**config.mk**
```make
export PLATFORM = sky130hd
export DESIGN_NAME = gws_ctrl
export DESIGN_NICKNAME = d
export VERILOG_FILES = /design/src/sv/gws_pkg.sv /design/src/sv/gws_ctrl.sv
export SDC_FILE = /design/constraint.sdc
export NUM_CORES = 1
export LEC_CHECK = 0
export ABC_AREA = 1
export CELL_PAD_IN_SITES_DETAIL_PLACEMENT = 0
export CELL_PAD_IN_SITES_GLOBAL_PLACEMENT = 2
export CORE_AREA = 5 5 42 44
export DETAILED_ROUTE_END_ITERATION = 8
export DIE_AREA = 0 0 47 49
export DONT_BUFFER_PORTS = 1
export HOLD_SLACK_MARGIN = 0.05
export PLACE_DENSITY_LB_ADDON = 0.1
export SLEW_MARGIN = 20
export SYNTH_ARGS = -nofsm -noshare
export SYNTH_HDL_FRONTEND = slang
export SYNTH_SLANG_ARGS = --single-unit
export TNS_END_PERCENT = 10
```
**constraint.sdc**
```tcl
create_clock -name clk -period 1 [get_ports clk]
set_input_delay 0.05 -clock clk [delete_from_list [all_inputs] [get_ports clk]]
set_output_delay 0.05 -clock clk [all_outputs]
set_load 0.1 [all_outputs]
```
**src/sv/gws_pkg.sv**
```systemverilog
`timescale 1ns / 1ps
`default_nettype none

package gws_pkg;

    // grid and word capacity
    localparam int MAX_ROWS = 32;
    localparam int MAX_COLS = 32;
    localparam int MAX_WORD = 32;
    localparam int NUM_DIRS = 8;

    // field and counter widths
    localparam int ROW_W    = 5;
    localparam int COL_W    = 5;
    localparam int POS_W    = 5;
    localparam int CHAR_W   = 8;
    localparam int CFG_W    = 6;
    localparam int CFG_IDX_W = 2;
    localparam int DIR_W    = 3;
    localparam int CNT_W    = $clog2(MAX_WORD + 1);
    localparam int WADDR_W  = $clog2(MAX_WORD);
    localparam int GADDR_W  = ROW_W + COL_W;
    localparam int GDEPTH   = MAX_ROWS * MAX_COLS;
    localparam int COORD_W  = 7;

    // command codes
    typedef enum logic [1:0] {
        CMD_GRID_WR = 2'd0,
        CMD_WORD_WR = 2'd1,
        CMD_QUERY   = 2'd2,
        CMD_NOP     = 2'd3
    } cmd_t;

    // configuration register indexes
    typedef enum logic [CFG_IDX_W-1:0] {
        CFG_NUM_ROWS = 2'd0,
        CFG_NUM_COLS = 2'd1,
        CFG_WORD_LEN = 2'd2,
        CFG_UNUSED   = 2'd3
    } cfg_idx_t;

    // input and result items
    typedef struct packed {
        logic [1:0]        cmd;
        logic [ROW_W-1:0]  row;
        logic [COL_W-1:0]  col;
        logic [POS_W-1:0]  word_pos;
        logic [CHAR_W-1:0] char_value;
    } in_item_t;

    typedef struct packed {
        logic             found;
        logic [DIR_W-1:0] match_direction;
    } out_item_t;

    // controller state
    typedef enum logic [1:0] {
        ST_IDLE,
        ST_SCAN,
        ST_RESULT
    } state_t;

    // controller to datapath
    typedef struct packed {
        logic accept;
        logic load_query;
        logic scan_en;
        logic push_out;
    } dp_cmd_t;

    // datapath to controller
    typedef struct packed {
        logic scan_done;
        logic out_free;
    } dp_status_t;

    // row step per direction: down, up, right, left, dr, dl, ur, ul
    function automatic logic signed [1:0] dir_dr(input logic [DIR_W-1:0] d);
        logic signed [1:0] v;
        case (d)
            3'd0, 3'd4, 3'd5: v = 2'sd1;
            3'd1, 3'd6, 3'd7: v = -2'sd1;
            default:          v = 2'sd0;
        endcase
        return v;
    endfunction

    // column step per direction
    function automatic logic signed [1:0] dir_dc(input logic [DIR_W-1:0] d);
        logic signed [1:0] v;
        case (d)
            3'd2, 3'd4, 3'd6: v = 2'sd1;
            3'd3, 3'd5, 3'd7: v = -2'sd1;
            default:          v = 2'sd0;
        endcase
        return v;
    endfunction

endpackage

`default_nettype wire

```
**src/sv/gws_ctrl.sv**
```systemverilog
`timescale 1ns / 1ps
`default_nettype none

module gws_ctrl (
    input  wire logic               clk,
    input  wire logic               rst_n,
    input  wire logic               in_valid,
    input  wire logic [1:0]         in_cmd,
    output logic                    in_stall,
    input  wire gws_pkg::dp_status_t status,
    output gws_pkg::dp_cmd_t        cmd
);
    import gws_pkg::*;

    state_t state_reg;
    state_t state_next;

    // state register
    always_ff @(posedge clk or negedge rst_n)
    begin
        if (!rst_n)
        begin
            state_reg <= ST_IDLE;
        end
        else
        begin
            state_reg <= state_next;
        end
    end

    // next state
    always_comb
    begin
        state_next = state_reg;
        case (state_reg)
            ST_IDLE:
            begin
                if (in_valid && (in_cmd == CMD_QUERY))
                begin
                    state_next = ST_SCAN;
                end
            end
            ST_SCAN:
            begin
                if (status.scan_done)
                begin
                    state_next = ST_RESULT;
                end
            end
            ST_RESULT:
            begin
                if (status.out_free)
                begin
                    state_next = ST_IDLE;
                end
            end
            default:
            begin
                state_next = ST_IDLE;
            end
        endcase
    end

    // outputs
    always_comb
    begin
        in_stall       = (state_reg != ST_IDLE);
        cmd.accept     = (state_reg == ST_IDLE) && in_valid;
        cmd.load_query = (state_reg == ST_IDLE) && in_valid && (in_cmd == CMD_QUERY);
        cmd.scan_en    = (state_reg == ST_SCAN);
        cmd.push_out   = (state_reg == ST_RESULT) && status.out_free;
    end

endmodule

`default_nettype wire

```
==> reports/results.ini <==
[status]
status=finished with violations
failed_checks=setup timing

[die]
initial_utilization_pct=9.55
io_pins=12
design.core.area_sq_um=1400
die_h_um=49
dieArea_sq_um=2300
row_count=14
dieWidth_um=47

[pwr]
power_density_nw_per_um2=1760
p_leak_nw=0.175
irDropWorstVdd_v=0.000494

[place]
globalplace.congestion=0.615
port_buffers=0
dpl.hpwl_um=342
place_area_sq_um=246
dp_cells=43
post-place-ws_ps=22.3

[cts]
numCtsBuffers=3
cts.clk_slew.worst_paths_ps=30
cts_tree=built
cts.sinks=2
clk_latency_ps=220
clk_path_buf_depth=2
clk_root_buffer_cell=clkbuf_4
cts-htree-levels=1

[logic_synthesis]
syn_area_sq_um=134
yosys-top-cells-count=inv_1 (7), nand2_1 (4), nor2_1 (4)
synth_top_area_cell=dfrtp_1
synthesis.nets=28
yosysSeqAreaShare_pct=37.4
ys_types=8
synth.top_cell.area_share_pct=37.4
ys_warn_count=0
yosysMostFrequentCell=inv_1
async_flop_share_pct=100
ys_ff_latch=2
synth_flop_cell=dfrtp_1
syn_inst=21
avgSynthCellArea_sq_um=6.38
synthTopCellsByArea=dfrtp_1 (37%), inv_1 (20%), nand2_1 (11%)
synth_edf_count=0

[global_routing]
grt_max_degree=4
gr-total-overflow=0
antenna_found_initial=0
grt_pass1_vias=169
grt_usage_pct=4.37
grt_pass1_wl_um=607

[detailed_routing]
routed_wl_um=396
routed_via_density=3.25
dr.pass1.iters=2
drt_iter0_drc=2
drc=0
routedWlPerCell_um=7.76
vias=166
final_antenna_net_count=0

[sta]
max_freq_ghz=0.872
worst_pin_slew_ps=280
rsz0062_at_grt=yes
slew_violations=0
final-setup-viol-count=5
finalCriticalPeriod_ps=1150
skew_ps=4.11
fin_crit_sh_pct=115
fin_ws_ps=-147
hold_violations=0
slew_headroom_pct=81.5
holdWs_ps=122

[worst_setup_path]
crit_slowest_cell=dfrtp_1
timing.rr.end=state_reg[1]$_DFFE_PN0P_
required_ps=950
path_cells=nor2_2, nand3_1, inv_2, buf_12
crit_arrival_ps=1100
cpPeakStageDelay_ps=370
cp-end-kind=output port
r2r_start=state_reg[1]$_DFFE_PN0P_
cp.buffers_inverters=2
crit_family=flip-flops
crit_fanout=2
critPathLaunchType=flop
critical_path_class=reg -> out
reg2reg_slack_ps=70
reg2reg_depth=5

[finish]
final_nets=44
largest_reg_flops=2
drive_gt1_share_pct=54.3
syn_to_final_growth_pct=157
layout.cell_area.non_filler_sq_um=344
post-route-util_pct=24.6
fin_cells=51
antenna_cells=0

[min_path]
hold_path_class=in -> reg
hp-start=in_valid
min_to=state_reg[0]$_DFFE_PN0P_
whs_path_depth=3

[run]
drv_cap=0

==> per-stage QoR <==
stage               power (W)  setup TNS [ps]
CTS                  0.000600            -735
detailed placement   0.000384               0
finish               0.000607            -602
floorplan            0.000307           -1290
global route         0.000651            -898
global placement     0.000383               0
==> timing repair <==
action                                  in CTS  in global routing
endpoints found under the setup margin       5                  5
gates cloned                                 0                  0
pin swaps                                    0                  3
hold buffers                                 3                  1
resized for setup                            5                  4
endpoints found under the hold margin        4                  1
buffers inserted                             0                  1
==> per-layer routing <==
| layer | vias up | GRT usage (%) | share of wire (%) |
|---|---|---|---|
| met5 | - | 0 | 0 |
| met4 | 0 | 5.53 | 0 |
| met3 | 0 | 4.06 | 20 |
| met2 | 9 | 5.66 | 48 |
| met1 | 71 | 3.08 | 32 |
| li1 | 86 | - | - |
==> cell families after synthesis <==
logic type / after synthesis / synth area share [%]
AND/OR/NAND/NOR: 10 / 30.8
buffers and inverters: 8 / 25.2
flip-flops: 2 / 37.4
AO/OA/AOI/OAI: 1 / 6.54
==> final cells by class <==
type,instances,area [sq um]
timing repair buffer,12,150
clock buffer,3,22.5
sequential,2,50.0
fill,166,1060
tap,16,20.0
multi-input combinational,11,75.1
inverter,7,26.3
==> worst reg2reg max path, stage by stage (launching register included) <==
cell	delay, ps
dfrtp_1	370
buf_4	150
nor2_4	110
buf_4	120
nand2_1	50
o21ai_2	50
==> how the worst max path moves through the flow <==
stage | cells past startpoint | start | slack, ps | to
finish | 4 | state_reg[1]$_DFFE_PN0P_ | -150 | cmd[2]
floorplan | 3 | state_reg[1]$_DFFE_PN0P_ | -600 | cmd[3]
CTS | 4 | state_reg[0]$_DFFE_PN0P_ | -180 | cmd[0]
global route | 4 | state_reg[0]$_DFFE_PN0P_ | -210 | cmd[3]
detailed placement | 4 | state_reg[1]$_DFFE_PN0P_ | 20 | cmd[2]
global placement | 4 | state_reg[1]$_DFFE_PN0P_ | 30 | cmd[2]
==> layout by cell type (no fill, tap or decap), types with 2 or more instances in the layout <==
cell and instances:
buf_4 4, inv_1 5, nor2_4 3, dfrtp_1 2, buf_12 4, clkbuf_4 3
inv_2 2, dlygate4sd3_1 4, nand2_1 3
==> report_power, final <==
part           total (W)  switching, W  internal (W)
Combinational   0.000334      0.000224      0.000110
Clock           0.000177     0.0000447      0.000132
Sequential     0.0000964    0.00000621     0.0000902
(Power assumes the default switching activity.)
